[config.mk]
export PLATFORM = sky130hd
export DESIGN_NAME = zpc_ram
export DESIGN_NICKNAME = d
export VERILOG_FILES = /design/src/design/zpc_ram.sv
export SDC_FILE = /design/constraint.sdc
export NUM_CORES = 2
export LEC_CHECK = 0
export BUFFER_PORTS_ARGS = -buffer_cell sky130_fd_sc_hd__buf_2
export CAP_MARGIN = 20
export CORE_MARGIN = 2
export CORE_UTILIZATION = 45
export CTS_CLUSTER_DIAMETER = 150
export CTS_CLUSTER_SIZE = 24
export DETAILED_ROUTE_END_ITERATION = 10
export SETUP_SLACK_MARGIN = 0.1
export SLEW_MARGIN = 20
export SYNTH_ARGS = -nofsm -noshare
export SYNTH_HDL_FRONTEND = slang
export SYNTH_SLANG_ARGS = --single-unit
[constraint.sdc]
create_clock -name clk -period 3.6 [get_ports clk]
set_input_delay 0 -clock clk [delete_from_list [all_inputs] [get_ports clk]]
set_output_delay 0 -clock clk [all_outputs]
set_load 0.01 [all_outputs]
[src/design/zpc_ram.sv]
// ----------------------------------------------------------------------------
// zpc_ram
// Single write port, single read port memory with registered read data.
// ----------------------------------------------------------------------------
`default_nettype none

module zpc_ram #(
  parameter int DEPTH = 64,
  parameter int WIDTH = 32,
  parameter int AW    = 6
) (
  input  wire logic             clk,
  input  wire logic             wr_en,
  input  wire logic [AW-1:0]    wr_addr,
  input  wire logic [WIDTH-1:0] wr_data,
  input  wire logic [AW-1:0]    rd_addr,
  output logic      [WIDTH-1:0] rd_data
);

  logic [WIDTH-1:0] mem [DEPTH];
  logic [WIDTH-1:0] rd_data_r;

  always_ff @(posedge clk) begin
    if (wr_en) begin
      mem[wr_addr] <= wr_data;
    end
  end

  always_ff @(posedge clk) begin
    rd_data_r <= mem[rd_addr];
  end

  assign rd_data = rd_data_r;

endmodule

`default_nettype wire

==> results.sh <==
export IMPL_status="finished clean"
export IMPL_hold_end="mem[55][23]"
export IMPL_seqCellArea_um2=62100
export IMPL_grt_pass1_vias=36281
export IMPL_syn_nets=3370
export IMPL_grt_max_degree=65
export IMPL_dp_hpwl_mm=118
export IMPL_stdcell_count=5973
export IMPL_final_cell_mix="edfxtp_1, mux4_2, buf_4"
export IMPL_clk_latency_ns=0.76
export IMPL_syn_avg_cell_area_um2=23.6
export IMPL_clock_sinks=2080
export IMPL_vias=36665
export IMPL_path_class="input port to register"
export IMPL_async_flop_share=0
export IMPL_multiInputGateArea_um2=16000
export IMPL_post_place_ws_ns=0.356
export IMPL_hold_slack_ns=0.0841
export IMPL_fin_worst_skew_ns=0.0333
export IMPL_path_cells="dlygate4sd3_1, buf_2, nor2b_1, nand3_1, nor2_4, buf_4"
export IMPL_rrSetupSlack_ns=1.29
export IMPL_syn2layout_area_growth_pct=10.5
export IMPL_ys_flop_type="edfxtp_1"
export IMPL_final_common_cell="edfxtp_1"
export IMPL_wl_per_cell_um=34.1
export IMPL_fillCellCount=13653
export IMPL_rr_worst_depth=4
export IMPL_min_period_over_period=0.672
export IMPL_path_max_fanout=13
export IMPL_cts_tree="yes"
export IMPL_avgViaCountPerCell=6.14
export IMPL_report_final_slew_viol_count=0
export IMPL_worstMarginPinSlew_ns=1.09
export IMPL_holdPathStages=3
export IMPL_ir_drop_uv=436
export IMPL_ys_types=34
export IMPL_hold_viol=0
export IMPL_drc=0
export IMPL_worstSetupStartpointType="input port"
export IMPL_p_per_area_nw_per_um2=483
export IMPL_rsz0062_at_grt="no"
export IMPL_syn_inst=3324
export IMPL_critical_path_top_delay_family="simple AND/OR/NAND/NOR gates"
export IMPL_coreArea_um2=174000
export IMPL_dieArea_um2=178000
export IMPL_overflow=0
export IMPL_ys_ff_latch=2080
export IMPL_cts_buffers=96
export IMPL_clk_pin_slew_worst_paths_ns=0.10
export IMPL_antenna_found_initial=6
export IMPL_ios=78
export IMPL_fin_ws_ns=1.18
export IMPL_power_w=0.0419
export IMPL_drive_gt1_frac=0.275
export IMPL_drt_pass1_iter_count=5
export IMPL_required_ns=4.02
export IMPL_num_rows=153
export IMPL_slew_headroom=0.274
export IMPL_port_buffers=77
export IMPL_setup_viol=0
export IMPL_finalWirelength_mm=204
export IMPL_power_leakage_nw=26.4
export IMPL_dp_cells=5755
export IMPL_cts_resized_gates=0
export IMPL_worst_setup_path_end_kind="register"
export IMPL_start_util=0.452
export IMPL_clock_fmax_ghz=0.413
export IMPL_rr_endpoint="rd_data[25]"
export IMPL_cpMaxStageDelayCell="nor2_4"
export IMPL_hold_path_class="input port to register"
export IMPL_timing_rr_start="mem[16][25]"
export IMPL_period_needed_ns=2.42
export IMPL_gp_congestion=0.784
export IMPL_yosysWarnings=0
export IMPL_syn_area_um2=78500
export IMPL_cp_arrival_ns=2.84
export IMPL_crit_buf_inv=3
export IMPL_layout_nets=3612
export IMPL_cpPeakStageDelay_ns=0.80
export IMPL_grt_use_total=0.229
export IMPL_htree_levels=3
export IMPL_ant_nets=0
export IMPL_cts_setup_buffers=0
export IMPL_cts_root_buf="clkbuf_16"
export IMPL_clk_path_buf_depth=3
export IMPL_fp_dieH_um=422
export IMPL_fin_setup_tns_ns=0
export IMPL_grt_pass1_wl_mm=286
export IMPL_drt_iter0_markers=4864
export IMPL_synth_edf_count=2048
export IMPL_cts_hold_buffers=24
export IMPL_drv_cap=0
export IMPL_ys_seq_area_frac=0.791
export IMPL_hold_start="wr_addr[0]"
export IMPL_die_w_um=422
[flip-flops by register name, indices dropped and copies added, names as in the netlist]
name and flops:
mem 2048, rd_data 32
[worst max-delay path by stage]
stage | startpoint | end | slack, ns | cells after the start
after global routing | wr_addr[1] | mem[43][17] | 1.10 | 6
after CTS | rd_addr[1] | rd_data[25] | 1.17 | 8
after detailed placement | rd_addr[1] | rd_data[25] | 0.36 | 8
after floorplan | wr_addr[3] | mem[48][0] | 0.44 | 4
final | wr_addr[1] | mem[43][20] | 1.18 | 6
after global placement | rd_addr[1] | rd_data[25] | 0.31 | 8
[worst reg2reg max path: stages, from the launching register on]
cell and delay (ns):
edfxtp_1 0.38, mux4_2 0.48, mux4_2 0.50, o22ai_1 0.53, nor2_1 0.27
[Yosys cell counts (7+ instances only)]
master / count / area share
o22ai_1: 84 / 0.0067
nor3_1: 7 / 0.00045
mux2i_1: 93 / 0.012
mux4_2: 544 / 0.16
buf_4: 25 / 0.0024
nor2_1: 137 / 0.0065
a22oi_1: 12 / 0.0011
buf_1: 21 / 0.0010
a311oi_1: 8 / 0.00089
buf_2: 57 / 0.0036
edfxtp_1: 2048 / 0.78
dfxtp_1: 32 / 0.0082
o221ai_1: 27 / 0.0030
clkbuf_1: 74 / 0.0035
nand2b_1: 8 / 0.00064
nand2_1: 26 / 0.0012
nor2b_1: 15 / 0.0012
a21oi_1: 62 / 0.0040
[routing by layer]
| layer | track usage | vias up | share of wire |
|---|---|---|---|
| met3 | 0.0329 | 213 | 0.074 |
| met1 | 0.333 | 20194 | 0.41 |
| li1 | - | 14655 | - |
| met2 | 0.371 | 1603 | 0.49 |
| met5 | 0 | - | 0 |
| met4 | 0.0511 | 0 | 0.023 |
[area by class of cell]
type / instances / share of cell area
Sequential cell: 2080 / 0.716
Multi-Input combinational cell: 1062 / 0.184
Timing Repair Buffer: 326 / 0.0346
Tap cell: 2325 / 0.0335
Clock buffer: 170 / 0.0314
Clock inverter: 4 / 0.000490
Antenna cell: 6 / 0.000173
[logic make-up (layout without fill, tap and decap cells)]
logic type / after synthesis / count (layout) / share of synthesized area
compound gates: 202 / 202 / 0.0167
buf+inv: 182 / 500 / 0.0113
flops: 2080 / 2080 / 0.791
mux: 637 / 637 / 0.168
other cells: 0 / 6 / 0
simple gates: 223 / 223 / 0.0127
[per-stage QoR]
stage,util,cell area (um^2)
3_3_place_gp,0.481,83600
6_report,0.500,86800
5_1_grt,0.500,86800
2_1_floorplan,-,78500
3_5_place_dp,0.481,83600
4_1_cts,0.499,86600
[where the power goes]
group          leakage (nW)  switching (W)  internal [W]
logic                  6.39        0.00155      0.000979
registers              18.7       0.000129        0.0268
clock network          1.31        0.00728       0.00519
total                  26.4        0.00897        0.0329
No activity file was read; power rests on OpenSTA's default activity.
