`config.mk`:
```
export PLATFORM = sky130hd
export DESIGN_NAME = zpc_mac
export DESIGN_NICKNAME = d
export VERILOG_FILES = /design/src/design/zpc_pkg.sv /design/src/design/zpc_mac.sv
export SDC_FILE = /design/constraint.sdc
export NUM_CORES = 1
export LEC_CHECK = 0
export BUFFER_PORTS_ARGS = -buffer_cell sky130_fd_sc_hd__buf_2
export CAP_MARGIN = 10
export CELL_PAD_IN_SITES_DETAIL_PLACEMENT = 0
export CELL_PAD_IN_SITES_GLOBAL_PLACEMENT = 1
export CORE_MARGIN = 4
export CORE_UTILIZATION = 35
export CTS_CLUSTER_DIAMETER = 120
export CTS_CLUSTER_SIZE = 28
export DETAILED_ROUTE_END_ITERATION = 8
export GPL_TIMING_DRIVEN = 0
export PLACE_DENSITY = 0.69
export SLEW_MARGIN = 10
export SYNTH_ARGS = -nofsm -noshare
export SYNTH_HDL_FRONTEND = slang
export SYNTH_SLANG_ARGS = --single-unit
export TNS_END_PERCENT = 20
```
`constraint.sdc`:
```
create_clock -name clk -period 7.84 [get_ports clk]
set_input_delay 0.392 -clock clk [delete_from_list [all_inputs] [get_ports clk]]
set_output_delay 0.392 -clock clk [all_outputs]
set_load 0.1 [all_outputs]
```
`src/design/zpc_pkg.sv`:
```
// ----------------------------------------------------------------------------
// zpc_pkg
// Shared types and constants for the zero-padded 2-D convolution block.
// ----------------------------------------------------------------------------
`default_nettype none

package zpc_pkg;

  localparam int DATA_W         = 32;
  localparam int POS_W          = 6;
  localparam int FUNC_W         = 2;
  localparam int IMG_SIZE_W     = 7;
  localparam int KER_SIZE_W     = 3;
  localparam int CFG_IDX_W      = 1;
  localparam int CFG_DATA_W     = 7;
  localparam int CW             = 12;

  localparam int DEF_MAX_IMAGE  = 64;
  localparam int DEF_MAX_KERNEL = 7;

  localparam logic [FUNC_W-1:0] FUNC_KERNEL = 2'd0;
  localparam logic [FUNC_W-1:0] FUNC_IMAGE  = 2'd1;
  localparam logic [FUNC_W-1:0] FUNC_CONV   = 2'd2;

  localparam logic [CFG_IDX_W-1:0] REG_IMAGE_SIZE  = 1'b0;
  localparam logic [CFG_IDX_W-1:0] REG_KERNEL_SIZE = 1'b1;

  localparam logic [IMG_SIZE_W-1:0] IMG_SIZE_RST = 7'd64;
  localparam logic [KER_SIZE_W-1:0] KER_SIZE_RST = 3'd3;

  typedef struct packed {
    logic issue;
    logic hit;
    logic first;
    logic last;
  } tap_ctl_t;

endpackage

`default_nettype wire

```
`src/design/zpc_mac.sv`:
```
// ----------------------------------------------------------------------------
// zpc_mac
// Shared multiply-accumulate unit: one tap a cycle, registered product,
// wrapping 32-bit accumulator and result strobe.
// ----------------------------------------------------------------------------
`default_nettype none

module zpc_mac
  import zpc_pkg::*;
(
  input  wire logic              clk,
  input  wire logic              rst_n,
  input  wire tap_ctl_t          tap,
  input  wire logic [DATA_W-1:0] pix,
  input  wire logic [DATA_W-1:0] coef,
  output logic                   fin,
  output logic                   out_valid,
  output logic [DATA_W-1:0]      out_sum
);

  tap_ctl_t          ctl_d1_r, ctl_d2_r;
  logic [DATA_W-1:0] prod_r, prod_nxt;
  logic [DATA_W-1:0] acc_r, acc_nxt;
  logic [DATA_W-1:0] sum_r;
  logic              out_valid_r;

  always_comb begin
    prod_nxt = ctl_d1_r.hit ? DATA_W'(pix * coef) : '0;
    acc_nxt  = ctl_d2_r.first ? prod_r : DATA_W'(acc_r + prod_r);
  end

  always_ff @(posedge clk) begin
    if (!rst_n) begin
      ctl_d1_r    <= '0;
      ctl_d2_r    <= '0;
      out_valid_r <= 1'b0;
    end else begin
      ctl_d1_r    <= tap;
      ctl_d2_r    <= ctl_d1_r;
      out_valid_r <= ctl_d2_r.issue && ctl_d2_r.last;
    end
  end

  always_ff @(posedge clk) begin
    prod_r <= prod_nxt;
    if (ctl_d2_r.issue) begin
      acc_r <= acc_nxt;
    end
    if (ctl_d2_r.issue && ctl_d2_r.last) begin
      sum_r <= acc_nxt;
    end
  end

  assign fin       = ctl_d2_r.issue && ctl_d2_r.last;
  assign out_valid = out_valid_r;
  assign out_sum   = sum_r;

`ifndef SYNTHESIS
  a_strobe_follows_last: assert property (@(posedge clk) disable iff (!rst_n)
    fin |=> out_valid)
    else $error("result strobe missing after last tap");
  a_miss_zero: assert property (@(posedge clk) disable iff (!rst_n)
    (ctl_d1_r.issue && !ctl_d1_r.hit) |=> (prod_r == '0))
    else $error("padding tap gave a non-zero product");
  a_first_before_last: assert property (@(posedge clk) disable iff (!rst_n)
    (ctl_d1_r.issue && ctl_d1_r.last && !ctl_d1_r.first) |-> ctl_d2_r.issue)
    else $error("tap stream broken before last tap");
`endif

endmodule

`default_nettype wire

```
==> results.md <==
- Netlist cell types: roughly 60
- Final Cycle Share: 97.4%
- Hold Worst Slack: 248 ps
- Storage cell area: 2720 sq um
- Multi-input gate area: ~16,000 sq um
- Max cap viols: 0
- Sequential area share after synthesis: 13.3%
- Hold buffer count at CTS: 0
- Final std cells w/o fill: 3,050
- H-tree levels: 3
- CTS Buf Count: 9
- Hold path endpoint: ctl_d1_r[3]
- Slew headroom: 38.2%
- Area growth from synthesis to layout: 8.65%
- Vias: 14,900
- Largest net degree at the start of global routing: 34
- Synth warnings: 0
- Setup violators final: 0
- Post-Place Worst Slack: -551 ps
- Req. time, crit path: 8080 ps
- Post-Syn Area per Cell: 9.44 sq um
- All-layer global routing usage: 20.0%
- Initial core utilization: 35.4%
- Slew Limit Fails: 0
- First-pass GRT wire length: 96,200 microns
- #FFs+latches synth: about 100
- Clock slew at reported path FFs: 80 ps
- Setup crit start kind: primary input
- Residual DRC count: 0
- Num ports: between 100 and 150
- Nets: 2,911
- Highest clock rate: 131 MHz
- Most frequent cells in the layout: fa_1, inv_1, nand2_1, and2_1, ha_1
- CTS tree: built
- Most used DFF post-synth: edfxtp_1
- Die extent in x: roughly 250 microns
- Worst clock skew: 16.5 ps
- Clock Latency Late Sink: 350 ps
- Gpl congestion: 0.925
- Root buffer cell: clkbuf_16
- RSZ-0062 raised after global routing: false
- Drt wl/cell: 20.4 microns
- Final Hold Vio Count: 0
- R2R cell count: 12
- Via density per instance: 4.88
- Dpl cells: 3,035
- Most common cell after layout, fill and taps aside: fa_1
- DP HPWL: 52,700 microns
- Worst hold path class: in2reg
- DRT antenna net count: 0
- Number of global-route vias before repair: 16,000
- DR pass1 iterations: 4
- Initial antenna violation count: 0
- Cell row count: 88
- Final min period: 7640 ps
- Status: completed
- Syn Nets: 2,807
- Core Area: 57,900 sq um
- Post-CTS setup buffers: 0
- CTS Sinks: 104
- Total detailed-routing wirelength: 62,300 microns
- Clock buffer depth: 2
- Share of cells above drive strength 1: 6.00%
- I/O Buffers: 95
- Post-Synthesis Cells: 2,174
- Final WS setup: 204 ps
- Reg-to-reg startpoint: acc_r[0]
- DP Area: 22,000 sq um
- R2R Path End: acc_r[30]
- Netlist Area Pre-Place: 20,500 sq um
- WS Path Type: in2reg
- Ys async rst share: 0%
- Number of flops mapped to enable cells by yosys: 64
- Reg2reg setup slack: 4450 ps
- Initial DRC count: 816
- Crit. End Element: flip-flop
- Die height: 250 microns
- Worst Hold Path Cells: 2
- Fin area: 22,300 sq um
- Crit path max fanout: 10
- Fillers: 5,979
- Grt total ovfl: 0
- Actual slew at the worst max-slew pin: 927 ps
- Die footprint: around 63,000 sq um
- Critical Path AT: 7880 ps
- Hold Startpoint: tap[3]
## worst max-delay path, cell delays in order
cell and delay [ps]:
clkbuf_1 590, clkbuf_2 460, nand2_1 130, fa_1 560
inv_1 50, fa_1 540, inv_1 80, fa_1 530
inv_1 50, fa_1 490, inv_1 50, fa_1 530
inv_1 50, fa_1 470, fa_1 520, fa_1 410
ha_1 340, inv_1 90, nor2_1 200, nand2_1 100
o22a_1 240, a31oi_1 300, a31oi_1 170, o21ai_0 260
xnor2_1 90, and2_1 170
## state kept, by name, indices dropped and copies added (netlist names)
signal	count
out_sum	32
ctl_d1_r	4
prod_r	32
acc_r	32
ctl_d2_r	3
out_valid	1
## worst max path at each step
stage / to / startpoint / cells past startpoint / slack (ps)
detailed placement: prod_r[31] / coef[12] / 27 / -550
global placement: prod_r[31] / coef[12] / 27 / -410
global route: prod_r[31] / pix[13] / 26 / 0.7
floorplan: prod_r[31] / coef[2] / 25 / 1000
CTS: prod_r[31] / pix[3] / 27 / 0.06
finish: prod_r[31] / pix[13] / 26 / 200
## routing by layer
| layer | routed length [microns] | part of all wire, % | GRT usage [%] | vias up |
|---|---|---|---|---|
| met2 | 28200 | 45 | 32.0 | 480 |
| met3 | 4300 | 6.9 | 3.80 | 85 |
| met4 | 2110 | 3.4 | 6.17 | 0 |
| met1 | 27800 | 45 | 27.6 | 7516 |
| met5 | 0 | 0 | 0 | - |
| li1 | - | - | - | 6813 |
## Yosys cell counts, types with 6 or more instances
library cell  count  share of area (%)
nand3_1          13               0.32
o21bai_1          8               0.29
inv_1           403                7.4
fa_1            409                 40
a21o_1           23               0.84
edfxtp_1         64                9.4
o211ai_1          8               0.29
and2_1          306                9.3
xnor2_1          73                3.1
nor3b_1           7               0.26
dfxtp_1          40                3.9
nor2b_1           6               0.18
nor2_1           23               0.42
xor2_1           27                1.2
a21oi_1          39               0.95
o21ai_0          46                1.1
ha_1            154                9.4
nor3_1           11               0.27
and3_1            9               0.27
nand2b_1          6               0.18
nor4b_1           6               0.26
o21a_1           12               0.44
nand2_1         314                5.7
a211oi_1         11               0.40
clkbuf_1         97                1.8
## final cells by class
cell class	count	area share, %
diodes	2	0.0224
plain buffers	94	1.64
clock buffers	9	1.01
clock inverters	7	0.365
inverters	404	6.80
multi-input cells	1569	71.4
flip-flops and latches	104	12.2
well taps	765	4.29
repair buffers	96	2.26
## cell families (layout without fill, tap and decap cells)
group | after synthesis | after routing | synth area share (%)
AO/OA/AOI/OAI | 186 | 186 | 6.05
XOR/XNOR | 100 | 100 | 4.27
adder cells (fa/ha/maj) | 563 | 563 | 49.3
buffers and inverters | 501 | 610 | 9.16
flip-flops | 104 | 104 | 13.3
multiplexers | 4 | 4 | 0.213
other | 0 | 2 | 0
AND/OR/NAND/NOR | 716 | 716 | 17.7
## what timing repair did
action / CTS / global route
resized for setup: 3 / 15
endpoints found under the setup margin: 1 / 2
endpoints found under the hold margin: 0 / 0
## metrics by stage
stage	utilization, %	setup TNS (ps)
finish	38.5	0
global route	38.5	0
CTS	38.5	0
detailed placement	38.0	-1260
global placement	37.9	-748
floorplan	-	0
Power is not shown: default switching activity piles up to over one toggle a cycle in this logic, so the estimate is an artifact.
