[src/design/zpc_pkg.sv]
// ----------------------------------------------------------------------------
// zpc_pkg
// Shared types and constants for the zero-padded 2-D convolution block.
// ----------------------------------------------------------------------------
`default_nettype none

package zpc_pkg;

  localparam int DATA_W         = 32;
  localparam int POS_W          = 6;
  localparam int FUNC_W         = 2;
  localparam int IMG_SIZE_W     = 7;
  localparam int KER_SIZE_W     = 3;
  localparam int CFG_IDX_W      = 1;
  localparam int CFG_DATA_W     = 7;
  localparam int CW             = 12;

  localparam int DEF_MAX_IMAGE  = 64;
  localparam int DEF_MAX_KERNEL = 7;

  localparam logic [FUNC_W-1:0] FUNC_KERNEL = 2'd0;
  localparam logic [FUNC_W-1:0] FUNC_IMAGE  = 2'd1;
  localparam logic [FUNC_W-1:0] FUNC_CONV   = 2'd2;

  localparam logic [CFG_IDX_W-1:0] REG_IMAGE_SIZE  = 1'b0;
  localparam logic [CFG_IDX_W-1:0] REG_KERNEL_SIZE = 1'b1;

  localparam logic [IMG_SIZE_W-1:0] IMG_SIZE_RST = 7'd64;
  localparam logic [KER_SIZE_W-1:0] KER_SIZE_RST = 3'd3;

  typedef struct packed {
    logic issue;
    logic hit;
    logic first;
    logic last;
  } tap_ctl_t;

endpackage

`default_nettype wire

[src/design/zpc_seq.sv]
// ----------------------------------------------------------------------------
// zpc_seq
// Query sequencer: latches the position and sizes, walks the kernel window
// one tap a cycle and drives the memory read addresses.
// ----------------------------------------------------------------------------
`default_nettype none

module zpc_seq
  import zpc_pkg::*;
#(
  parameter int MAX_IMAGE  = DEF_MAX_IMAGE,
  parameter int MAX_KERNEL = DEF_MAX_KERNEL,
  parameter int IA_W       = 12,
  parameter int KA_W       = 6
) (
  input  wire logic                  clk,
  input  wire logic                  rst_n,
  input  wire logic                  go,
  input  wire logic [POS_W-1:0]      q_row,
  input  wire logic [POS_W-1:0]      q_col,
  input  wire logic [IMG_SIZE_W-1:0] image_size,
  input  wire logic [KER_SIZE_W-1:0] kernel_size,
  input  wire logic                  fin,
  output logic                       busy,
  output logic [POS_W-1:0]           out_row,
  output logic [POS_W-1:0]           out_col,
  output tap_ctl_t                   tap,
  output logic [IA_W-1:0]            img_addr,
  output logic [KA_W-1:0]            ker_addr
);

  localparam logic [1:0] ST_IDLE  = 2'd0;
  localparam logic [1:0] ST_RUN   = 2'd1;
  localparam logic [1:0] ST_DRAIN = 2'd2;

  localparam logic [CW-1:0] MAXI_C = CW'(MAX_IMAGE);
  localparam logic [3:0]    MAXK_C = 4'(MAX_KERNEL);

  logic [1:0]            state_r, state_nxt;
  logic [POS_W-1:0]      q_row_r, q_col_r;
  logic [CW-1:0]         isz_r, isz_nxt;
  logic [KER_SIZE_W-1:0] ksz_r, ksz_nxt;
  logic [KER_SIZE_W-1:0] i_r, j_r, i_nxt, j_nxt;
  logic [KER_SIZE_W-1:0] half, kmax;
  logic [CW-1:0]         ir, ic;
  logic                  row_in, col_in, last;

  always_comb begin
    isz_nxt = (CW'(image_size) > MAXI_C) ? MAXI_C : CW'(image_size);
    ksz_nxt = ({1'b0, kernel_size} > MAXK_C) ? KER_SIZE_W'(MAX_KERNEL) : kernel_size;
    half    = ksz_r >> 1;
    kmax    = (ksz_r == '0) ? '0 : KER_SIZE_W'(ksz_r - 3'd1);
    ir      = CW'(CW'(q_row_r) + CW'(i_r) - CW'(half));
    ic      = CW'(CW'(q_col_r) + CW'(j_r) - CW'(half));
    row_in  = !ir[CW-1] && (ir < isz_r);
    col_in  = !ic[CW-1] && (ic < isz_r);
    last    = (i_r == kmax) && (j_r == kmax);
  end

  always_comb begin
    tap.issue = (state_r == ST_RUN);
    tap.hit   = (state_r == ST_RUN) && (ksz_r != '0) && row_in && col_in;
    tap.first = (i_r == '0) && (j_r == '0);
    tap.last  = last;
    img_addr  = IA_W'(ir * MAX_IMAGE + ic);
    ker_addr  = KA_W'(i_r * MAX_KERNEL + j_r);
  end

  always_comb begin
    state_nxt = state_r;
    i_nxt     = i_r;
    j_nxt     = j_r;
    unique case (state_r)
      ST_IDLE: begin
        if (go) begin
          state_nxt = ST_RUN;
          i_nxt     = '0;
          j_nxt     = '0;
        end
      end
      ST_RUN: begin
        if (last) begin
          state_nxt = ST_DRAIN;
        end else if (j_r == kmax) begin
          j_nxt = '0;
          i_nxt = KER_SIZE_W'(i_r + 3'd1);
        end else begin
          j_nxt = KER_SIZE_W'(j_r + 3'd1);
        end
      end
      ST_DRAIN: begin
        if (fin) begin
          state_nxt = ST_IDLE;
        end
      end
      default: begin
        state_nxt = ST_IDLE;
      end
    endcase
  end

  always_ff @(posedge clk) begin
    if (!rst_n) begin
      state_r <= ST_IDLE;
    end else begin
      state_r <= state_nxt;
    end
  end

  always_ff @(posedge clk) begin
    i_r <= i_nxt;
    j_r <= j_nxt;
    if (go && state_r == ST_IDLE) begin
      q_row_r <= q_row;
      q_col_r <= q_col;
      isz_r   <= isz_nxt;
      ksz_r   <= ksz_nxt;
    end
  end

  assign busy    = (state_r != ST_IDLE);
  assign out_row = q_row_r;
  assign out_col = q_col_r;

`ifndef SYNTHESIS
  a_fin_in_drain: assert property (@(posedge clk) disable iff (!rst_n)
    fin |-> (state_r == ST_DRAIN))
    else $error("accumulator finished outside drain");
  a_go_starts_run: assert property (@(posedge clk) disable iff (!rst_n)
    (go && !busy) |=> (state_r == ST_RUN))
    else $error("query accepted but window walk not started");
  a_hit_needs_issue: assert property (@(posedge clk) disable iff (!rst_n)
    tap.hit |-> tap.issue)
    else $error("tap hit flagged outside window walk");
`endif

endmodule

`default_nettype wire

[config.mk]
export PLATFORM = sky130hd
export DESIGN_NAME = zpc_seq
export DESIGN_NICKNAME = d
export VERILOG_FILES = /design/src/design/zpc_pkg.sv /design/src/design/zpc_seq.sv
export SDC_FILE = /design/constraint.sdc
export NUM_CORES = 1
export LEC_CHECK = 0
export ABC_AREA = 1
export BUFFER_PORTS_ARGS = -buffer_cell sky130_fd_sc_hd__buf_2
export CELL_PAD_IN_SITES_DETAIL_PLACEMENT = 1
export CELL_PAD_IN_SITES_GLOBAL_PLACEMENT = 1
export CORE_ASPECT_RATIO = 1.1
export CORE_UTILIZATION = 25
export DETAILED_ROUTE_END_ITERATION = 10
export MAX_ROUTING_LAYER = met4
export PLACE_DENSITY_LB_ADDON = 0.1
export SLEW_MARGIN = 25
export SYNTH_ARGS = -nofsm -noshare
export SYNTH_HDL_FRONTEND = slang
export SYNTH_SLANG_ARGS = --single-unit
[constraint.sdc]
create_clock -name clk -period 8.53 [get_ports clk]
set_clock_uncertainty 0.1 [all_clocks]
set_input_delay 2.559 -clock clk [delete_from_list [all_inputs] [get_ports clk]]
set_output_delay 2.559 -clock clk [all_outputs]
set_load 0.1 [all_outputs]
==> results of run 1 <==
## layer usage
layer	share of wire (%)	global-route usage, %	vias to the layer above
li1	-	-	1170
met4	0.91	3.71	0
met2	47	22.1	37
met3	2.6	2.29	4
met1	50	16.0	1044
met5	0	-	-
## power groups by stage
stage / Combinational [mW] / Clock, mW / Sequential [mW]
after global routing: 0.877 / 0.193 / 0.193
after floorplan: 0.672 / 0 / 0.217
after global placement: 0.816 / 0 / 0.195
after CTS: 0.824 / 0.188 / 0.192
final: 0.813 / 0.182 / 0.191
after detailed placement: 0.822 / 0 / 0.195
## layout make-up
class | count | area (um2) | area share, %
Clock buffer | 5 | 125 | 3.61
Multi-Input combinational cell | 218 | 1660 | 47.8
Sequential cell | 30 | 881 | 25.4
Clock inverter | 3 | 21.3 | 0.614
Tap cell | 147 | 184 | 5.31
Timing Repair Buffer | 60 | 300 | 8.66
Inverter | 79 | 297 | 8.56
## layout by cell type (no fill, tap or decap), types with 2 or more instances in the layout
cell / netlist / final
and3_1: 2 / 2
nand3_2: 2 / 2
ha_1: 52 / 52
nor2_4: 2 / 2
clkbuf_16: 0 / 5
nor2_1: 15 / 15
edfxtp_1: 28 / 28
inv_1: 77 / 76
inv_2: 2 / 2
nor2_2: 3 / 3
nand2_1: 51 / 51
nor3_1: 2 / 2
dfxtp_1: 2 / 2
nand2_2: 8 / 8
xor2_1: 8 / 7
o21ai_1: 2 / 2
buf_2: 0 / 60
xnor2_1: 8 / 8
nand4_1: 2 / 2
fa_1: 9 / 9
nand3_1: 20 / 20
o21ai_0: 5 / 5
a21oi_1: 20 / 20
## registers in the layout, summed over array words and instances, names as in the netlist
name     cells
out_row      6
out_col      6
j_r          3
ksz_r        3
isz_r        7
i_r          3
state_r      2
## cells by family (layout without fill, tap and decap cells)
| logic type | count (synthesis) | in the layout |
|---|---|---|
| fa+ha+maj | 61 | 61 |
| simple gates | 111 | 111 |
| buf+inv | 82 | 147 |
| compound gates | 30 | 30 |
| xor+xnor | 16 | 16 |
| flops | 30 | 30 |
## through the flow
stage	instances	hold WS, ns	util [%]	power [mW]
detailed placement	534	0.464	30.1	1.02
CTS	542	0.477	31.5	1.20
global route	542	0.490	31.5	1.26
floorplan	330	0.431	-	0.889
finish	542	0.469	31.5	1.19
global placement	534	0.470	30.1	1.01
## worst min-delay path: stages (launching register included)
cell and delay (ns):
dfxtp_1 0.34, or3_1 0.13, a21oi_2 0.05
## worst paths after layout
kind / start / endpoint / cells after the start
setup / recovery: j_r[1]$_SDFFCE_PP0P_ / img_addr[10] / 15
hold / removal: state_r[0]$_SDFFE_PN0P_ / state_r[1]$_SDFFE_PN0P_ / 2
setup reg to reg: ksz_r[1]$_DFFE_PP_ / i_r[1]$_SDFFCE_PN0P_ / 8
hold reg to reg: state_r[0]$_SDFFE_PN0P_ / state_r[1]$_SDFFE_PN0P_ / 2
==> parameters.txt, run 1 <==
Parameter                              Value

Status
  Result of the run    complete, no violations

Worst setup path
  Critical path peak fanout    4
  Cell-by-cell listing of the critical path    inv_1 > fa_1 > fa_1 > o21ai_1 > nand2_1 > a21oi_1 > nor2_1 > nand2_1 > nand2_1 > ha_1 > fa_1 > nand3_1 > nand2_1 > xor2_1 > buf_2
  Type of element capturing the critical path    output port
  Max stage delay cell, worst path    fa_1
  Critical path start-end classification    register to output port
  Category of cells accounting for the largest share of critical-path delay    adder cells
  Data arrival, critical path    4.00 ns
  Number of buffer and inverter stages on the critical path    2
  Register-to-Register Setup Slack    approximately 6.3 ns
  Most frequent cell on the critical path    nand2_1
  Endpoint required time on the critical path    slightly below 6 ns
  CP Launch Type    register
  Max incr delay on CP    roughly 0.5 ns

Drt
  Routed wire length    between 7 and 8 mm
  WL per Instance    around 13 um
  Number of detailed-route iterations in the first pass    4
  Post-route DRC violation count    0
  Iter 0 DRT Violations    35
  Via count    between 2000 and 2500
  DR vias/cell    approximately 4.2
  Remaining number of nets flagged by the antenna check after routing    0

GRT
  Global-route wire length before repair    11.7 mm
  Antenna violations before repair    0
  Number of global-route vias before repair    2389
  Pin count of the biggest net entering global routing    23
  Overall Global Routing Usage    13.0%
  Leftover overflow at the end of global routing    0

Timing
  Worst Max-Slew Pin Slew    about 0.9 ns
  Tmin final    between 6 and 7 ns
  Setup repair after global routing missed its margin    no
  Max-slew headroom at the worst pin    38.5%
  Final setup violation count    0
  Setup slack after layout    1.87 ns
  Number of failing hold endpoints at the final stage    0
  Summed negative setup slack over all endpoints    0 ns
  Fraction of the cycle the final worst path needs    between 70% and 80%
  Number of max-slew violations in the final report    0
  Maximum clock rate    150 MHz

Hold path
  Kind of path behind the tightest hold check    register to register

Clocking
  Number of levels in the clock H-tree    2
  CTS clk-pin slew, worst paths    about 0.06 ns
  Root Buffer    clkbuf_16
  TritonCTS clock tree    done
  Hold buffers post-CTS    0
  Number of gates resized after CTS    0
  Clock latency of the later-clocked register in the worst-skew pair    between 0.2 and 0.3 ns
  Number of setup buffers added after CTS    0
  Number of buffers added by the clock tree synthesis step    5
  Number of clock sinks    30
  Maximum number of buffers from clock root to sink    2

Pwr
  Internal Power    approximately 0.45 mW
  Clock Power Share    between 10% and 20%
  Total power per unit cell area    roughly 340 nW/um2
  Sw Pwr    between 0.7 and 0.8 mW
  Proportion of power drawn by combinational gates    approximately two thirds
  Largest vdd supply drop    between 200 and 250 uV
  Portion of total power attributed to sequential cells    between 15 and 20%
  Leakage power    between 1.5 and 2 nW
  Net switching fraction of the power    about 62%

Placement
  Post-Place Cell Area    between 3000 and 4000 um2
  Worst setup slack before clock tree synthesis    roughly 2.2 ns
  Final HPWL DP    slightly below 6 mm
  Port bufs    60
  Routability congestion estimate from global placement    approximately 0.73

Synthesis
  Cell Area, Synth    approximately 2800 um2
  Multiplexer share of the synthesized area    0%
  Part of the Yosys area used for sequential elements    a little under a third
  Gate Count Post-Synth    330
  Top area cells in the synthesized netlist    edfxtp_1, ha_1, inv_1
  Area share of the largest cell type after synthesis    approximately 30%
  Synth top cells by count    inv_1, ha_1, nand2_1
  Library cell with the largest summed area after synthesis    edfxtp_1
  Synth unique cells    30
  Fraction of synthesized cell area in xor and xnor cells    a little under 5%
  Leading cell type by number of instances after synthesis    inv_1
  Fraction of synthesis flops using an asynchronous set or reset pin    0%
  Syn_area_per_cell    ~8.6 um2
  Adder-cell share of the synthesized area    between 20% and 30%
  Number of flops mapped to enable cells by yosys    28
  Synthesized-area fraction occupied by ao, oa, aoi and oai cells    under 10%
  Dominant combinational cell family by area after synthesis    adder cells
  Number of warnings reported in the yosys synthesis log    0
  Yosys reg bits    30
  Most instantiated flip-flop cell in the synthesis netlist    edfxtp_1
  Simple-gate portion of the synthesized area    between 10% and 20%
  Total nets after synthesis    417

Floorplanning
  Die Wd    104 um
  Number of cell rows    40
  Initial core utilization    25.9%
  Height of the die    114 um
  Total Die Area    approximately 12000 um2
  Total I/O pin count    61
  Total core area    about 11000 um2

Final layout
  Layout filler cell count    approximately 1300
  Final instance area    between 3000 and 4000 um2
  # diodes    0
  Fraction of layout cells with a size suffix above 1    about 22%
  Relative area change from synthesis to final layout    21.8%
  Total Nets Final    481

Flow run
  Number of max-cap violations    0
Note: power is estimated with default switching activity, not from simulation.
==> run 2: changes to the inputs <==
--- a/config.mk
+++ b/config.mk
@@ -5,7 +5,7 @@
 export SDC_FILE = /design/constraint.sdc
 export NUM_CORES = 1
 export LEC_CHECK = 0
-export ABC_AREA = 1
+export ABC_AREA = 0
 export BUFFER_PORTS_ARGS = -buffer_cell sky130_fd_sc_hd__buf_2
 export CELL_PAD_IN_SITES_DETAIL_PLACEMENT = 1
 export CELL_PAD_IN_SITES_GLOBAL_PLACEMENT = 1
==> constraint.sdc (replaced) <==
create_clock -name clk -period 6.95 [get_ports clk]
set_clock_uncertainty 0.1 [all_clocks]
set_input_delay 2.085 -clock clk [delete_from_list [all_inputs] [get_ports clk]]
set_output_delay 2.085 -clock clk [all_outputs]
set_load 0.1 [all_outputs]
==> run 2 against run 1 <==
Effect of this change: synthesized cell count is 18% lower; clock power is 42% higher; combinational power is 25% higher; global-route usage is 0.18 points higher; critical path type unchanged; critical endpoint unchanged; largest power group unchanged; highest routed layer unchanged.
==> parameters.txt, run 2 <==
Parameter                              Value

Pwr
  Leakage power    ~1.7 nW
  Post-route total power    between 1.5 and 2 mW
  Largest vdd supply drop    approximately 350 uV
  Total power per unit cell area    435 nW/um2

Worst setup path
  Worst R2R Path Depth    8
  Register-to-Register Setup Slack    4.30 ns
  Category of cells accounting for the largest share of critical-path delay    adder cells
  Most frequent cell on the critical path    fa_1
  Endpoint of the worst register-to-register path    i_r[1]$_SDFFCE_PN0P_
  Data arrival, critical path    about 4.4 ns
  Critical path start-end classification    register to output port
  Endpoint required time on the critical path    4.76 ns
  Number of buffer and inverter stages on the critical path    2
  Cell-by-cell listing of the critical path    inv_1 > fa_1 > fa_1 > nor2b_1 > o21ai_0 > a21boi_1 > or4_1 > o311ai_1 > ha_1 > fa_1 > a21o_1 > a21oi_1 > xnor2_2 > buf_2
  Critical path peak fanout    6
  Type of element capturing the critical path    output port
  Max stage delay cell, worst path    fa_1
  CP Launch Type    register
  Max incr delay on CP    ~0.5 ns
  Endpoint of the worst setup timing path    img_addr[10]
  Reg-to-Reg Start    ksz_r[1]$_DFFE_PP_
  Worst setup path start    j_r[1]$_SDFFCE_PP0P_
  Cell depth of the worst setup path    14

Floorplanning
  Total I/O pin count    61
  Height of the die    about 110 um
  Total Die Area    11400 um2
  Die Wd    roughly 100 um
  Initial core utilization    a little over a quarter
  Total core area    around 11000 um2
  Number of cell rows    39

GRT
  Antenna violations before repair    0
  Global-route wire length before repair    between 10 and 15 mm
  Number of global-route vias before repair    between 2000 and 2500
  Pin count of the biggest net entering global routing    23
  Overall Global Routing Usage    about an eighth
  Leftover overflow at the end of global routing    0

Clocking
  TritonCTS clock tree    done
  Number of levels in the clock H-tree    2
  Clock latency of the later-clocked register in the worst-skew pair    0.28 ns
  Number of clock sinks    30
  Number of buffers added by the clock tree synthesis step    5
  Root Buffer    clkbuf_16
  Maximum number of buffers from clock root to sink    2
  CTS clk-pin slew, worst paths    around 0.060 ns
  Number of setup buffers added after CTS    0

Timing
  Final setup violation count    0
  Worst hold margin    ~0.53 ns
  Setup repair after global routing missed its margin    no
  Number of failing hold endpoints at the final stage    0
  Number of max-slew violations in the final report    0
  Worst Max-Slew Pin Slew    ~0.5 ns
  Max-slew headroom at the worst pin    about two thirds
  Maximum clock rate    between 150 and 200 MHz
  Tmin final    6.55 ns
  Fraction of the cycle the final worst path needs    a little over nine tenths

Hold path
  Hold Path Depth    1
  Kind of path behind the tightest hold check    register to register
  Launch point of the worst hold path    state_r[1]$_SDFFE_PN0P_

Placement
  Post-Place Cell Area    3290 um2
  Port bufs    60
  Routability congestion estimate from global placement    0.742
  Final HPWL DP    approximately 5.6 mm
  DP Cell Count    around 470

Synthesis
  Cell Area, Synth    2750 um2
  Number of flops mapped to enable cells by yosys    28
  Most instantiated flip-flop cell in the synthesis netlist    edfxtp_1
  Top area cells in the synthesized netlist    edfxtp_1, ha_1, inv_1
  Synth unique cells    35
  Number of warnings reported in the yosys synthesis log    0
  Yosys reg bits    30
  Library cell with the largest summed area after synthesis    edfxtp_1
  Syn_area_per_cell    between 10 and 15 um2
  Fraction of synthesis flops using an asynchronous set or reset pin    0%
  Part of the Yosys area used for sequential elements    approximately 32%
  Total nets after synthesis    between 300 and 400
  Area share of the largest cell type after synthesis    a little under a third
  Gate Count Post-Synth    270
  Synth top cells by count    ha_1, inv_1, edfxtp_1

Final layout
  Most flop-heavy register    isz_r
  Fraction of layout cells with a size suffix above 1    between 20% and 30%
  Post-layout utilization of the core    32.9%
  Total Nets Final    423
  Commonest non-fill, non-tap cell in the layout    buf_2
  Number of standard cells in the final layout excluding fillers    480
  Max FFs per register    7
  Final instance area    around 3500 um2
  Top library cells by usage in the layout, fill and taps aside    buf_2, inv_1, ha_1
  Layout filler cell count    1247
  # diodes    0
  Relative area change from synthesis to final layout    26.0%

Drt
  DR vias/cell    about 4.3
  Via count    a little over 2000
  Iter 0 DRT Violations    46
  Number of detailed-route iterations in the first pass    3
  Post-route DRC violation count    0
  Remaining number of nets flagged by the antenna check after routing    0
  WL per Instance    roughly 14 um
  Routed wire length    6.80 mm

Status
  Result of the run    complete, no violations

Flow run
  Number of max-cap violations    0
run 2: cell count changes in the layout (fill, tap and decap cells not counted), sizes merged, moves of 4 or more:
cell	previous run	this run
a211oi	0	4
xnor2	8	13
nor3b	0	4
nand2	59	4
a21o	1	10
a21oi	21	16
nor2b	0	9
nand3	22	2
o21ai	7	12
inv	78	52
and2	0	4
run 2: how the worst min path moves through the flow:
| stage | endpoint | slack, ns |
|---|---|---|
| after floorplan | j_r[0]$_SDFFCE_PP0P_ | 0.47 |
| after global placement | j_r[2]$_SDFFCE_PP0P_ | 0.51 |
| after detailed placement | j_r[2]$_SDFFCE_PP0P_ | 0.53 |
| after CTS | j_r[2]$_SDFFCE_PP0P_ | 0.54 |
| after global routing | j_r[2]$_SDFFCE_PP0P_ | 0.57 |
| final | j_r[1]$_SDFFCE_PP0P_ | 0.53 |
run 2: cell families after synthesis:
family                     Yosys count  share of synthesized area [%]
buffers and inverters               55                           7.79
AOI/OAI and AO/OA                   53                           13.0
DFF                                 30                           32.1
adders and majority gates           61                           30.2
and+or+nand+nor                     52                           10.3
xor gates and xnor gates            19                           6.56
run 2: worst register-to-register path: stages (launching register included):
cell and delay, ns:
edfxtp_1 0.45, or2_2 0.34, inv_1 0.07, ha_1 0.23, or3_2 0.14, nand3_1 0.13, a2111oi_4 0.50, a211oi_2 0.20
and2_1 0.24
run 2: stage by stage:
| step | setup WS, ns | TNS (ns) |
|---|---|---|
| 2_1_floorplan | -0.192 | -0.192 |
| 3_3_place_gp | 0.492 | 0 |
| 3_5_place_dp | 0.333 | 0 |
| 4_1_cts | 0.109 | 0 |
| 5_1_grt | 0.00364 | 0 |
| 6_report | 0.399 | 0 |
run 2: timing repair:
action / 4_1_cts / 5_1_grt
gates resized for setup: 1 / 2
hold buffers: 0 / 0
endpoints found under the setup margin: 1 / 3
gates cloned: 0 / 0
run 2: cell type report:
class                      count  area, um2  share of cell area, %
clock buffer                   5        125                   3.61
clock inverter                 3       45.0                   1.30
inverter                      52        195                   5.64
multi-input combinational    185       1720                   49.7
sequential                    30        881                   25.4
tap                          143        179                   5.17
timing repair buffer          62        318                   9.18
run 2: metal layers:
layer	wire length (um)	global-route usage (%)	share of wire (%)
met5	0	-	0
met4	82	4.00	1.2
met3	226	2.45	3.3
met2	3220	21.0	47
met1	3280	17.0	48
run 2: power breakdown:
part / total (mW) / leakage (nW) / switching (mW) / internal [mW]
combinational: 1.02 / 1.33 / 0.789 / 0.230
sequential: 0.232 / 0.290 / 0.0153 / 0.216
clock: 0.258 / 0.0760 / 0.0888 / 0.169
total: 1.51 / 1.70 / 0.893 / 0.615
==> run 3: changes to the inputs <==
--- a/config.mk
+++ b/config.mk
@@ -6,14 +6,17 @@
 export NUM_CORES = 1
 export LEC_CHECK = 0
 export ABC_AREA = 0
+export ABC_CLOCK_PERIOD_IN_PS = 6950
 export BUFFER_PORTS_ARGS = -buffer_cell sky130_fd_sc_hd__buf_2
 export CELL_PAD_IN_SITES_DETAIL_PLACEMENT = 1
 export CELL_PAD_IN_SITES_GLOBAL_PLACEMENT = 1
 export CORE_ASPECT_RATIO = 1.1
+export CORE_MARGIN = 4
 export CORE_UTILIZATION = 25
 export DETAILED_ROUTE_END_ITERATION = 10
 export MAX_ROUTING_LAYER = met4
 export PLACE_DENSITY_LB_ADDON = 0.1
+export RECOVER_POWER = 50
 export SLEW_MARGIN = 25
 export SYNTH_ARGS = -nofsm -noshare
 export SYNTH_HDL_FRONTEND = slang
==> run 3 against run 2 <==
Effect of this change: design area decreased by 0.76%; flip-flop and latch count unchanged; setup slack improved by 0.042 ns; routed wire length about the same; count of clock-buffer cells in the layout increased by 1; critical endpoint unchanged; highest routed layer unchanged.
==> parameters.txt, run 3 (same netlist as run 2, synthesis figures left out) <==
Parameter                              Value

Worst setup path
  CP Launch Type    register
  Max stage delay cell, worst path    edfxtp_1
  Category of cells accounting for the largest share of critical-path delay    adder cells
  Endpoint required time on the critical path    between 4 and 5 ns
  Number of buffer and inverter stages on the critical path    2
  Cell depth of the worst setup path    14
  Data arrival, critical path    about 4.3 ns
  Type of element capturing the critical path    output port
  Most frequent cell on the critical path    fa_1
  Critical path start-end classification    register to output port
  Max incr delay on CP    roughly 0.5 ns
  Critical path peak fanout    6
  Worst R2R Path Depth    8
  Cell-by-cell listing of the critical path    inv_1 > fa_1 > fa_1 > nor2b_1 > o21ai_0 > a21boi_1 > or4_1 > o311ai_1 > ha_1 > fa_1 > a21o_1 > a21oi_1 > xnor2_2 > buf_2

Drt
  Number of detailed-route iterations in the first pass    4
  Routed wire length    6.81 mm
  Iter 0 DRT Violations    60
  Via count    approximately 2100
  DR vias/cell    roughly 4.3
  Remaining number of nets flagged by the antenna check after routing    0
  WL per Instance    between 10 and 15 um
  Post-route DRC violation count    0

GRT
  Met2 GRT Util    a little under a fifth
  Antenna violations before repair    0
  Number of global-route vias before repair    2243
  Global-route wire length before repair    11.3 mm
  Overall Global Routing Usage    11.6%
  GRT Max-Usage Layer    met2
  Met1 track utilization from global routing    around 15%
  Pin count of the biggest net entering global routing    23
  Global Route met3 Usage    ~2.3%
  Leftover overflow at the end of global routing    0

Timing
  Number of failing hold endpoints at the final stage    0
  Max-slew headroom at the worst pin    2.59%
  Final setup violation count    0
  Fraction of the cycle the final worst path needs    93.7%
  Setup slack after layout    0.441 ns
  Worst hold margin    ~0.56 ns
  Setup repair after global routing missed its margin    no
  Tmin final    about 6.5 ns
  Worst Max-Slew Pin Slew    between 1 and 1.5 ns
  Maximum clock rate    approximately 150 MHz
  Number of max-slew violations in the final report    0

Pwr
  Internal Power    0.587 mW
  Proportion of power drawn by combinational gates    ~69%
  Largest vdd supply drop    approximately 220 uV
  Leakage power    1.68 nW
  Net switching fraction of the power    between 60% and 70%
  Clock Power Share    between 10% and 20%
  Portion of total power attributed to sequential cells    between 10% and 20%
  Total power per unit cell area    429 nW/um2
  Sw Pwr    ~0.89 mW

Placement
  DP Cell Count    between 400 and 500
  Worst setup slack before clock tree synthesis    between 0.4 and 0.5 ns
  Final HPWL DP    between 5 and 6 mm
  Routability congestion estimate from global placement    a little over 0.8
  Port bufs    60

Floorplanning
  Total core area    about 11000 um2
  Total Die Area    about 13000 um2
  Initial core utilization    approximately a quarter
  Die Wd    about 110 um
  Total I/O pin count    approximately 60
  Height of the die    roughly 120 um
  Number of cell rows    39

Final layout
  Fraction of layout cells with a size suffix above 1    about 24%
  Max FFs per register    7
  Top library cells by usage in the layout, fill and taps aside    buf_2, inv_1, ha_1
  Most flop-heavy register    isz_r
  Relative area change from synthesis to final layout    25.1%
  Number of standard cells in the final layout excluding fillers    a little under 500
  # diodes    0
  Layout filler cell count    approximately 1200
  Commonest non-fill, non-tap cell in the layout    buf_2
  Total Nets Final    424

Clocking
  Root Buffer    clkbuf_16
  CTS clk-pin slew, worst paths    about 0.06 ns
  TritonCTS clock tree    done
  Number of buffers added by the clock tree synthesis step    5
  Number of levels in the clock H-tree    2
  Number of setup buffers added after CTS    0
  Number of clock sinks    30
  Clock latency of the later-clocked register in the worst-skew pair    about 0.28 ns
  Maximum number of buffers from clock root to sink    2

Flow run
  Number of max-cap violations    0

Hold path
  Kind of path behind the tightest hold check    register to register
  Hold Path Depth    3

Status
  Result of the run    complete, no violations
## run 3: cell count changes in the layout (fill, tap and decap cells not counted)
cell	before	now
clkbuf_1	0	4
buf_2	59	57
buf_4	3	1
a211oi_1	3	4
a211oi_2	1	0
bufinv_16	1	0
clkbuf_4	0	1
clkbuf_8	0	1
clkinv_2	0	1
clkinvlp_4	2	1
## run 3: worst register-to-register path: stages, from the launching register on
cell and delay, ns:
edfxtp_1 0.48, or2_2 0.35, inv_1 0.06, ha_1 0.23, nor2_1 0.07, xnor2_1 0.27, a2111oi_4 0.10, a211oi_1 0.64
and2_1 0.30
## run 3: final cells by class
type	count	area (um2)	area share, %
Clock buffer	6	139	4.04
Clock inverter	2	12.5	0.364
Inverter	52	195	5.68
Multi-Input combinational cell	185	1720	49.9
Sequential cell	30	881	25.6
Tap cell	143	179	5.21
Timing Repair Buffer	63	315	9.17
## run 3: through the flow
step	setup TNS [ns]	area [um2]	util, %	power (mW)
2_1_floorplan	-0.192	2810	-	1.11
3_5_place_dp	0	3300	31.3	1.27
6_report	0	3440	32.6	1.48
5_1_grt	0	3440	32.6	1.57
4_1_cts	0	3450	32.7	1.50
3_3_place_gp	0	3300	31.3	1.26
## run 3: power by group through the flow
stage / Combinational, mW / Sequential [mW] / Clock, mW
after global routing: 1.09 / 0.232 / 0.246
after CTS: 1.04 / 0.230 / 0.238
after floorplan: 0.851 / 0.263 / 0
after detailed placement: 1.03 / 0.234 / 0
final: 1.02 / 0.230 / 0.228
after global placement: 1.03 / 0.233 / 0
## run 3: routing by layer
layer | up-vias | wire length, um
li1 | 1045 | -
met2 | 39 | 3140
met3 | 4 | 244
met4 | 0 | 63
met5 | - | 0
met1 | 989 | 3360
## run 3: path summary, 6_finish.rpt
path | startpoint | end | slack, ns
hold reg to reg | state_r[1]$_SDFFE_PN0P_ | state_r[1]$_SDFFE_PN0P_ | 0.56
setup reg to reg | ksz_r[1]$_DFFE_PP_ | i_r[2]$_SDFFCE_PN0P_ | 4.04
setup / recovery | j_r[1]$_SDFFCE_PP0P_ | img_addr[10] | 0.44
hold / removal | state_r[1]$_SDFFE_PN0P_ | state_r[1]$_SDFFE_PN0P_ | 0.56
## run 3: what timing repair did
item                       CTS  global route
hold buffers                 0             0
gates resized for setup      0             3
setup endpoints to repair    0             3
